<file path="src/hw/rtl/jsu_pkg.sv">
// Shared types, character codes and helpers for the JSON string unescape block.
package jsu_pkg;

   // Parser phase, one-hot.
   typedef enum logic [3:0] {
      PH_WAIT = 4'b0001,
      PH_STR  = 4'b0010,
      PH_ESC  = 4'b0100,
      PH_HEX  = 4'b1000
   } phase_type;

   typedef enum logic [1:0] {
      KIND_BYTE = 2'd0,
      KIND_END  = 2'd1,
      KIND_ERR  = 2'd2
   } kind_type;

   typedef enum logic [1:0] {
      ERR_NONE       = 2'd0,
      ERR_OPEN_QUOTE = 2'd1,
      ERR_ESCAPE     = 2'd2,
      ERR_HEX        = 2'd3
   } err_type;

   localparam logic [7:0] CH_QUOTE     = 8'h22;
   localparam logic [7:0] CH_BACKSLASH = 8'h5c;
   localparam logic [7:0] CH_SLASH     = 8'h2f;
   localparam logic [7:0] CH_B         = 8'h62;
   localparam logic [7:0] CH_F         = 8'h66;
   localparam logic [7:0] CH_N         = 8'h6e;
   localparam logic [7:0] CH_R         = 8'h72;
   localparam logic [7:0] CH_T         = 8'h74;
   localparam logic [7:0] CH_U         = 8'h75;

   localparam logic [7:0] BS_CODE  = 8'h08;
   localparam logic [7:0] FF_CODE  = 8'h0c;
   localparam logic [7:0] LF_CODE  = 8'h0a;
   localparam logic [7:0] CR_CODE  = 8'h0d;
   localparam logic [7:0] TAB_CODE = 8'h09;

   localparam logic [7:0] UTF8_LEAD2 = 8'hc0;
   localparam logic [7:0] UTF8_LEAD3 = 8'he0;
   localparam logic [7:0] UTF8_CONT  = 8'h80;

   localparam int unsigned MAX_RESULTS = 3;

   // Results caused by one input byte.
   typedef struct packed {
      logic [1:0]                   count;
      logic [MAX_RESULTS-1:0][7:0]  data;
      kind_type                     kind;
      err_type                      err;
   } bundle_type;

   // Hex digit decode: valid flag in bit 4, value in bits 3:0.
   function automatic logic [4:0] hex_digit(input logic [7:0] b);
      logic [4:0] r;
      r = 5'd0;
      if (b inside {[8'h30:8'h39]}) begin
         r = {1'b1, 4'(b - 8'h30)};
      end else if (b inside {[8'h61:8'h66]}) begin
         r = {1'b1, 4'(b - 8'h57)};
      end else if (b inside {[8'h41:8'h46]}) begin
         r = {1'b1, 4'(b - 8'h37)};
      end
      return r;
   endfunction

endpackage

</file>
<file path="src/hw/rtl/jsu_decode.sv">
// Parser state and per-byte decode into a bundle of up to three results.
module jsu_decode (
   input  logic               clock,
   input  logic               reset,
   input  logic               take,
   input  logic [7:0]         in_byte,
   output jsu_pkg::bundle_type bundle
);
   import jsu_pkg::*;

   phase_type   phase_ff, phase_in;
   logic [1:0]  hex_count_ff, hex_count_in;
   logic [15:0] code_point_ff, code_point_in;
   logic [4:0]  hex;
   logic [15:0] cp_next;

   assign hex     = hex_digit(in_byte);
   assign cp_next = {code_point_ff[11:0], hex[3:0]};

   always_comb begin
      phase_in      = phase_ff;
      hex_count_in  = hex_count_ff;
      code_point_in = code_point_ff;
      bundle        = '0;
      bundle.kind   = KIND_BYTE;
      bundle.err    = ERR_NONE;
      case (phase_ff)
         PH_WAIT: begin
            if (in_byte == CH_QUOTE) begin
               phase_in = PH_STR;
            end else begin
               bundle.count = 2'd1;
               bundle.kind  = KIND_ERR;
               bundle.err   = ERR_OPEN_QUOTE;
            end
         end
         PH_STR: begin
            if (in_byte == CH_BACKSLASH) begin
               phase_in = PH_ESC;
            end else if (in_byte == CH_QUOTE) begin
               bundle.count = 2'd1;
               bundle.kind  = KIND_END;
               phase_in     = PH_WAIT;
            end else begin
               bundle.count   = 2'd1;
               bundle.data[0] = in_byte;
            end
         end
         PH_ESC: begin
            phase_in     = PH_STR;
            bundle.count = 2'd1;
            case (in_byte)
               CH_QUOTE:     bundle.data[0] = CH_QUOTE;
               CH_BACKSLASH: bundle.data[0] = CH_BACKSLASH;
               CH_SLASH:     bundle.data[0] = CH_SLASH;
               CH_B:         bundle.data[0] = BS_CODE;
               CH_F:         bundle.data[0] = FF_CODE;
               CH_N:         bundle.data[0] = LF_CODE;
               CH_R:         bundle.data[0] = CR_CODE;
               CH_T:         bundle.data[0] = TAB_CODE;
               CH_U: begin
                  bundle.count  = 2'd0;
                  phase_in      = PH_HEX;
                  hex_count_in  = 2'd0;
                  code_point_in = 16'd0;
               end
               default: begin
                  bundle.kind = KIND_ERR;
                  bundle.err  = ERR_ESCAPE;
                  phase_in    = PH_WAIT;
               end
            endcase
         end
         PH_HEX: begin
            if (!hex[4]) begin
               bundle.count  = 2'd1;
               bundle.kind   = KIND_ERR;
               bundle.err    = ERR_HEX;
               phase_in      = PH_WAIT;
               hex_count_in  = 2'd0;
               code_point_in = 16'd0;
            end else if (hex_count_ff == 2'd3) begin
               // Fourth digit: encode the code point as UTF-8.
               if (cp_next[15:7] == '0) begin
                  bundle.count   = 2'd1;
                  bundle.data[0] = cp_next[7:0];
               end else if (cp_next[15:11] == '0) begin
                  bundle.count   = 2'd2;
                  bundle.data[0] = UTF8_LEAD2 | {3'b000, cp_next[10:6]};
                  bundle.data[1] = UTF8_CONT | {2'b00, cp_next[5:0]};
               end else begin
                  bundle.count   = 2'd3;
                  bundle.data[0] = UTF8_LEAD3 | {4'b0000, cp_next[15:12]};
                  bundle.data[1] = UTF8_CONT | {2'b00, cp_next[11:6]};
                  bundle.data[2] = UTF8_CONT | {2'b00, cp_next[5:0]};
               end
               phase_in      = PH_STR;
               hex_count_in  = 2'd0;
               code_point_in = 16'd0;
            end else begin
               hex_count_in  = hex_count_ff + 2'd1;
               code_point_in = cp_next;
            end
         end
         default: begin
            phase_in = PH_WAIT;
         end
      endcase
   end

   always_ff @(posedge clock) begin
      if (reset) begin
         phase_ff      <= PH_WAIT;
         hex_count_ff  <= 2'd0;
         code_point_ff <= 16'd0;
      end else if (take) begin
         phase_ff      <= phase_in;
         hex_count_ff  <= hex_count_in;
         code_point_ff <= code_point_in;
      end
   end

endmodule

</file>
<file path="src/hw/rtl/jsu_emit.sv">
// Result register: holds one bundle and hands its entries out one per transfer.
module jsu_emit (
   input  logic               clock,
   input  logic               reset,
   input  logic               load,
   input  jsu_pkg::bundle_type bundle,
   output logic               free,
   output logic               rsp_valid,
   input  logic               rsp_stall,
   output logic [7:0]         rsp_out_byte,
   output logic [1:0]         rsp_kind,
   output logic [1:0]         rsp_error_code,
   output logic               rsp_last
);
   import jsu_pkg::*;

   bundle_type bundle_ff;
   logic       valid_ff, valid_in;
   logic [1:0] idx_ff, idx_in;
   logic       sent;
   logic       final_sent;

   assign rsp_last   = (idx_ff == bundle_ff.count - 2'd1);
   assign sent       = valid_ff && !rsp_stall;
   assign final_sent = sent && rsp_last;
   assign free       = !valid_ff || final_sent;

   assign rsp_valid      = valid_ff;
   assign rsp_kind       = bundle_ff.kind;
   assign rsp_error_code = bundle_ff.err;

   always_comb begin
      case (idx_ff)
         2'd1:    rsp_out_byte = bundle_ff.data[1];
         2'd2:    rsp_out_byte = bundle_ff.data[2];
         default: rsp_out_byte = bundle_ff.data[0];
      endcase
   end

   always_comb begin
      valid_in = valid_ff;
      idx_in   = idx_ff;
      if (load) begin
         valid_in = 1'b1;
         idx_in   = 2'd0;
      end else if (final_sent) begin
         valid_in = 1'b0;
      end else if (sent) begin
         idx_in = idx_ff + 2'd1;
      end
   end

   always_ff @(posedge clock) begin
      if (reset) begin
         valid_ff <= 1'b0;
         idx_ff   <= 2'd0;
      end else begin
         valid_ff <= valid_in;
         idx_ff   <= idx_in;
      end
   end

   always_ff @(posedge clock) begin
      if (load) begin
         bundle_ff <= bundle;
      end
   end

endmodule

</file>
<file path="src/hw/rtl/json_string_unescape_core.sv">
// Top level of the streaming JSON string literal unescaper.
//
//   channel | direction | ports                                         | meaning
//   req     | in        | req_valid, req_stall, req_in_byte             | raw literal byte
//   rsp     | out       | rsp_valid, rsp_stall, rsp_out_byte, rsp_kind, | decoded byte,
//           |           | rsp_error_code, rsp_last                      | end or error
//
// One input byte is taken per cycle while req_stall is low. Each byte is
// decoded in the cycle of its transfer and its results (zero to three) land in
// the result register. A byte whose results are still being handed out holds
// off the next byte until its last result leaves: a \u escape that encodes to
// three UTF-8 bytes occupies the result register until all three have left.
// Synchronous active-high reset returns the parser to waiting for an
// opening quote and empties the result register. rsp_stall holds the current
// result and, once the register cannot drain, backs up into req_stall.
module json_string_unescape_core (
   input  logic       clock,
   input  logic       reset,
   input  logic       req_valid,
   output logic       req_stall,
   input  logic [7:0] req_in_byte,
   output logic       rsp_valid,
   input  logic       rsp_stall,
   output logic [7:0] rsp_out_byte,
   output logic [1:0] rsp_kind,
   output logic [1:0] rsp_error_code,
   output logic       rsp_last
);
   import jsu_pkg::*;

   bundle_type bundle;
   logic       free;
   logic       take;
   logic       load;

   // Accept a byte whenever the result register is empty or its last entry
   // leaves in this cycle.
   assign req_stall = !free;
   assign take      = req_valid && free;
   // Drop bundles with no results; the parser state still advances.
   assign load      = take && (bundle.count != 2'd0);

   jsu_decode u_decode (
      .clock   (clock),
      .reset   (reset),
      .take    (take),
      .in_byte (req_in_byte),
      .bundle  (bundle)
   );

   jsu_emit u_emit (
      .clock          (clock),
      .reset          (reset),
      .load           (load),
      .bundle         (bundle),
      .free           (free),
      .rsp_valid      (rsp_valid),
      .rsp_stall      (rsp_stall),
      .rsp_out_byte   (rsp_out_byte),
      .rsp_kind       (rsp_kind),
      .rsp_error_code (rsp_error_code),
      .rsp_last       (rsp_last)
   );

   // A new byte never lands on top of results still owed.
   a_no_overrun: assert property (@(posedge clock) disable iff (reset)
      (req_valid && !req_stall && rsp_valid) |-> (!rsp_stall && rsp_last))
      else $error("input transfer while results still pending");

   // End and error results stand alone.
   a_single_nonbyte: assert property (@(posedge clock) disable iff (reset)
      (rsp_valid && rsp_kind != KIND_BYTE) |-> rsp_last)
      else $error("end or error result not last");

   // Error code present exactly on error results.
   a_err_code: assert property (@(posedge clock) disable iff (reset)
      rsp_valid |-> ((rsp_kind == KIND_ERR) == (rsp_error_code != ERR_NONE)))
      else $error("error code mismatch with kind");

   // Non-byte results carry a zero data byte.
   a_nonbyte_zero: assert property (@(posedge clock) disable iff (reset)
      (rsp_valid && rsp_kind != KIND_BYTE) |-> (rsp_out_byte == 8'd0))
      else $error("end or error result with data");

endmodule
</file>
<file path="config.mk">
export PLATFORM = sky130hd
export DESIGN_NAME = json_string_unescape_core
export DESIGN_NICKNAME = d
export VERILOG_FILES = /design/src/hw/rtl/jsu_pkg.sv /design/src/hw/rtl/jsu_decode.sv /design/src/hw/rtl/jsu_emit.sv /design/src/hw/rtl/json_string_unescape_core.sv
export SDC_FILE = /design/constraint.sdc
export NUM_CORES = 1
export LEC_CHECK = 0
export BUFFER_PORTS_ARGS = -buffer_cell sky130_fd_sc_hd__buf_4
export CORE_MARGIN = 2
export CORE_UTILIZATION = 60
export DETAILED_ROUTE_END_ITERATION = 8
export PLACE_DENSITY = 0.82
export SLEW_MARGIN = 20
export SYNTH_ARGS = -nofsm -noshare
export SYNTH_HDL_FRONTEND = slang
export SYNTH_SLANG_ARGS = --single-unit
export TNS_END_PERCENT = 1
</file>
<file path="constraint.sdc">
create_clock -name clock -period 5.1 [get_ports clock]
set_clock_uncertainty 0.1 [all_clocks]
set_input_delay 0.51 -clock clock [delete_from_list [all_inputs] [get_ports clock]]
set_output_delay 0.51 -clock clock [all_outputs]
set_load 0.02 [all_outputs]
</file>
Word-level counts from Yosys, hierarchy flattened

Cells that the tools add are included.

Register bits after elaboration: 51
Bits of input ports: 12
Output and inout bits: 15

$add $sub $neg: 6
$lt $le $gt $ge: 6
Equality and inequality tests: 21
Multiplexer cells: 44
Bitwise gates (word level): 4
Reduce and logical (&&, ||, !) cells: 24

Operators with widths:

| operator                                                        | count |
|---|---|
| equality test 8 x 7 -> 1 bit (second input constant)            | 7 |
| case mux 7 bit (8 select lines)                                 | 1 |
| 2-to-1 mux 12 bit                                               | 3 |
| 2-to-1 mux 4 bit                                                | 8 |
| 2-to-1 mux 8 bit                                                | 4 |
| 2-to-1 mux 26 bit                                               | 1 |
| case mux 12 bit (2 select lines)                                | 1 |
| case mux 8 bit (3 select lines)                                 | 1 |
| equality test 8 x 6 -> 1 bit (second input constant)            | 2 |
| >= comparator 8 x 7 -> 1 bit (second input constant)            | 2 |
| less-or-equal comparator 8 x 7 -> 1 bit (second input constant) | 2 |
| 2-to-1 mux 16 bit                                               | 1 |
| case mux 2 bit (4 select lines)                                 | 2 |
| case mux 4 bit (4 select lines)                                 | 1 |
| case mux 8 bit (2 select lines)                                 | 1 |
| 2-to-1 mux 5 bit                                                | 3 |
| 2-to-1 mux 14 bit                                               | 1 |
| 2-to-1 mux 10 bit                                               | 1 |
| 2-to-1 mux 2 bit                                                | 5 |
| zero test 9 bit                                                 | 1 |
| OR reduction 9 bit                                              | 1 |
| >= comparator 8 x 6 -> 1 bit (second input constant)            | 1 |
| less-or-equal comparator 8 x 6 -> 1 bit (second input constant) | 1 |
| case mux 4 bit (2 select lines)                                 | 1 |
| 31 further kinds                                                | 53 |

Depth between registers and ports, before layout

Depth in word-level cells: 13
Depth in mapped cells: 11
Depth with buffers taken out: 10

Cells and area by module

A second synthesis with hierarchy kept.

Cells, all modules: 311
Area, all modules: 3014.1 sq um

Modules (own cells, without submodules):

| module                    | instances | cells an instance | area an instance (sq um) | seq. area each (sq um) |
|---|---|---|---|---|
| jsu_decode                | 1         | 224               | 1719.1                   | 360.3 |
| jsu_emit                  | 1         | 84                | 1275.0                   | 960.9 |
| json_string_unescape_core | 1         | 3                 | 20.0                     | 0.0 |

Least setup slack after synthesis

Ideal clock, no wire load.

Kind: input-to-reg
Start point: input port req_in_byte[1]
End point: register u_emit.bundle_ff[10] (netlist name), enable pin
Setup time: 339 ps
Data arrival time: 2209 ps
Path slack: 2451 ps
Stages on the path: 10
Path through: inv_1 ha_1 nor2_1 a2111oi_2 a21o_4 and3_1 buf_2 nand2_4 inv_2 o31a_4

RTL lines:

| item                   | line                            | text |
|---|---|---|
| start: declaration     | json_string_unescape_core.sv:21 | `input logic [7:0] req_in_byte,` |
| end signal: assignment | jsu_emit.sv:65                  | `bundle_ff <= bundle;` |
| end: declaration       | jsu_emit.sv:17                  | `bundle_type bundle_ff;` |

==> flow_metrics.tcl <==
set metrics [dict create \
    startpoint_type "input port" \
    power.switching_w 0.000241 \
    ys_seq_area_share_pct 43.1 \
    synth_commonest_cells "nand2_1, edfxtp_1, nor2_1" \
    setup_ws_ns 2.32 \
    routedWlPerCell_um 16.2 \
    portBuffers 26 \
    avgViaCountPerCell 6.06 \
    cts_tree "built" \
    grtUsageTotal_pct 23.8 \
    clkTransAtPathRegs_ns 0.09 \
    combPwrFrac_pct 19.1 \
    r2r_start "u_decode.code_point_ff[7]" \
    p_seq_share_pct 54.9 \
    async_flop_share_pct 0 \
    clock_power_share_pct 26.0 \
    fin_nets 337 \
    ys_ff_latch 49 \
    yosysWarnings 0 \
    first_global_vias 2081 \
    pin_count 27 \
    placedCellCount 378 \
    ys_types 69 \
    place_congestion 0.957 \
    fin_crit_sh_pct 54.6 \
    cts_setup_buffers 0 \
    hold_viol 0 \
    die-area_mm2 0.00545 \
    max_freq_mhz 359 \
    synthToLayoutAreaGrowth_pct 10.4 \
    die_w_um 73.8 \
    setup.worst_path.end_class "flip-flop" \
    routed_wl_mm 6.24 \
    hold_path.startpoint "u_decode.hex_count_ff[0]" \
    timing.final.crit_period_ns 2.78 \
    hold_depth 1 \
    first_iter_violations 160 \
    hold_slack_ns 0.376 \
    syn-instance-count 297 \
    p_sw_share_pct 28.2 \
    cts_root_buffer "clkbuf_8" \
    finalSetupTns_ns 0 \
    yosys.area.top_type_share_pct 28.8 \
    cp_max_fo 30 \
    postRouteAntennaNets 0 \
    antenna_found_initial 0 \
    status "completed" \
    syn_avg_cell_area_um2 9.85 \
    reg2reg_to "u_emit.idx_ff[1]" \
    drt_pass1_iterations 4 \
    insertion_delay_ns 0.30 \
    yosys-top-cells-area "edfxtp_1, dfxtp_1, nand2_1, o21ai_0, nor2_1" \
    cts_resized 0 \
    dr_total_vias 2338 \
    synth.most_common_cell "nand2_1" \
    syn_area_mm2 0.00292 \
    instances_no_fill 386 \
    finalPower_w 0.000857 \
    overflow 0 \
    intPower_w 0.000616 \
    std_cell_rows 25 \
    slew_violations 0 \
    core_mm2 0.00472 \
    grt_pass1_wl_mm 9.84 \
    slew_headroom_pct 55.6 \
    grt_max_degree 31 \
    initial_core_util_pct 61.9 \
    maxCapViolations 0 \
    synth_edf_count 28 \
    drive_above_1_share_pct 18.5 \
    hp-class "flip-flop to flip-flop" \
    cts_buffers 5 \
    crit_required_ns 4.96 \
    rsz0062_at_grt "no" \
    setup_viol 0 \
    hpwlAfterDp_mm 4.69 \
    r2r_cells 7 \
    powerDensity_mw_per_mm2 266 \
    critPathArrivalTime_ns 2.65 \
    cts_buffer_depth 2 \
    min_to "u_decode.hex_count_ff[0]" \
    leakagePower_nw 1.18 \
    holdBufCountCts 0 \
    htreeDepth 2 \
    fillerInstances 371 \
    fp.dieH_um 73.8 \
    drc 0 \
    clock-sinks 49 \
    synthesis.nets 316 \
    crit_type "input port to flip-flop" \
    dp_slack_ns 2.01 \
    vdd_drop_max_mv 0.123 \
    synth-main-ff-cell "edfxtp_1" \
    tightest_slew_ns 0.661 \
    rrSetupSlack_ns 2.60 \
    antenna_cells 0 \
    yosys.area.top_type "edfxtp_1" \
]
-- through the flow --
stage	utilization, %	area (µm²)
2_1_floorplan	-	2920
3_3_place_gp	66.4	3140
3_5_place_dp	66.4	3140
4_1_cts	68.3	3230
5_1_grt	68.3	3230
6_report	68.3	3230
-- final cells by class --
type                    count  area [µm²]  share of cell area [%]
clock buffers               5        68.8                    2.13
repair buffers             27         203                    6.28
well taps                  67        83.8                    2.60
clock inverters             3        21.3                   0.659
flip-flops and latches     49        1260                    39.1
multi-input cells         220        1530                    47.5
inverters                  15        56.3                    1.74
-- layer usage --
layer | vias to the layer above | global-route usage [%] | part of all wire [%]
met3 | 14 | 3.84 | 4.3
met4 | 0 | 6.87 | 2.4
li1 | 1157 | - | -
met1 | 1091 | 32.6 | 46
met5 | - | 0 | 0
met2 | 76 | 38.9 | 47
-- kinds of logic (layout without fill, tap and decap cells) --
logic type / Yosys count / after routing / synth area share [%]
DFF: 49 / 49 / 43.1
xor gates and xnor gates: 4 / 4 / 1.20
muxes: 4 / 4 / 1.45
buffers and inverters: 28 / 50 / 4.41
adders and majority gates: 7 / 7 / 3.00
AOI/OAI and AO/OA: 89 / 89 / 23.2
and+or+nand+nor: 116 / 116 / 23.6
-- registers in the layout, indices dropped and copies added (netlist names) --
signal / cells
u_emit.rsp_error_code: 2
u_emit.rsp_valid: 1
u_decode.phase_ff: 4
u_emit.rsp_kind: 2
u_emit.idx_ff: 2
u_decode.hex_count_ff: 2
u_emit.bundle_ff: 24
u_decode.code_point_ff: 12
-- cells in the final DEF, fill, tap and decap left out, types with 4 or more instances in the layout --
| cell | n |
|---|---|
| dfxtp_1 | 21 |
| nand2_1 | 32 |
| nor3b_1 | 4 |
| and2_1 | 5 |
| nor2_1 | 26 |
| a21oi_1 | 13 |
| nand3_1 | 6 |
| clkbuf_8 | 5 |
| inv_1 | 14 |
| o211ai_1 | 4 |
| nand2b_1 | 4 |
| ha_1 | 7 |
| o21ai_0 | 21 |
| a22o_1 | 10 |
| a22oi_1 | 10 |
| buf_4 | 27 |
| and3_1 | 6 |
| o21ai_1 | 4 |
| edfxtp_1 | 28 |
-- worst max path at each step --
stage	end	from
floorplan	u_emit.bundle_ff[10]	req_in_byte[1]
global placement	u_emit.bundle_ff[23]	req_in_byte[1]
detailed placement	u_emit.bundle_ff[22]	req_in_byte[1]
CTS	u_emit.bundle_ff[22]	req_in_byte[1]
global route	u_emit.rsp_kind[0]	req_in_byte[1]
finish	u_emit.bundle_ff[7]	req_in_byte[1]
-- critical path: stages --
cell	delay [ns]
buf_4	0.14
inv_1	0.10
ha_1	0.22
nor2_1	0.07
a2111oi_2	0.39
a21o_4	0.23
and3_1	0.35
nand2_4	0.13
inv_2	0.10
o31a_4	0.40
-- power by group through the flow --
stage | Combinational, W | Clock (W) | Sequential (W)
2_1_floorplan | 0.000113 | 0 | 0.000476
3_3_place_gp | 0.000160 | 0 | 0.000478
3_5_place_dp | 0.000162 | 0 | 0.000480
4_1_cts | 0.000163 | 0.000228 | 0.000471
5_1_grt | 0.000178 | 0.000242 | 0.000474
6_report | 0.000163 | 0.000223 | 0.000471
No activity file was read; power rests on OpenSTA's default activity.
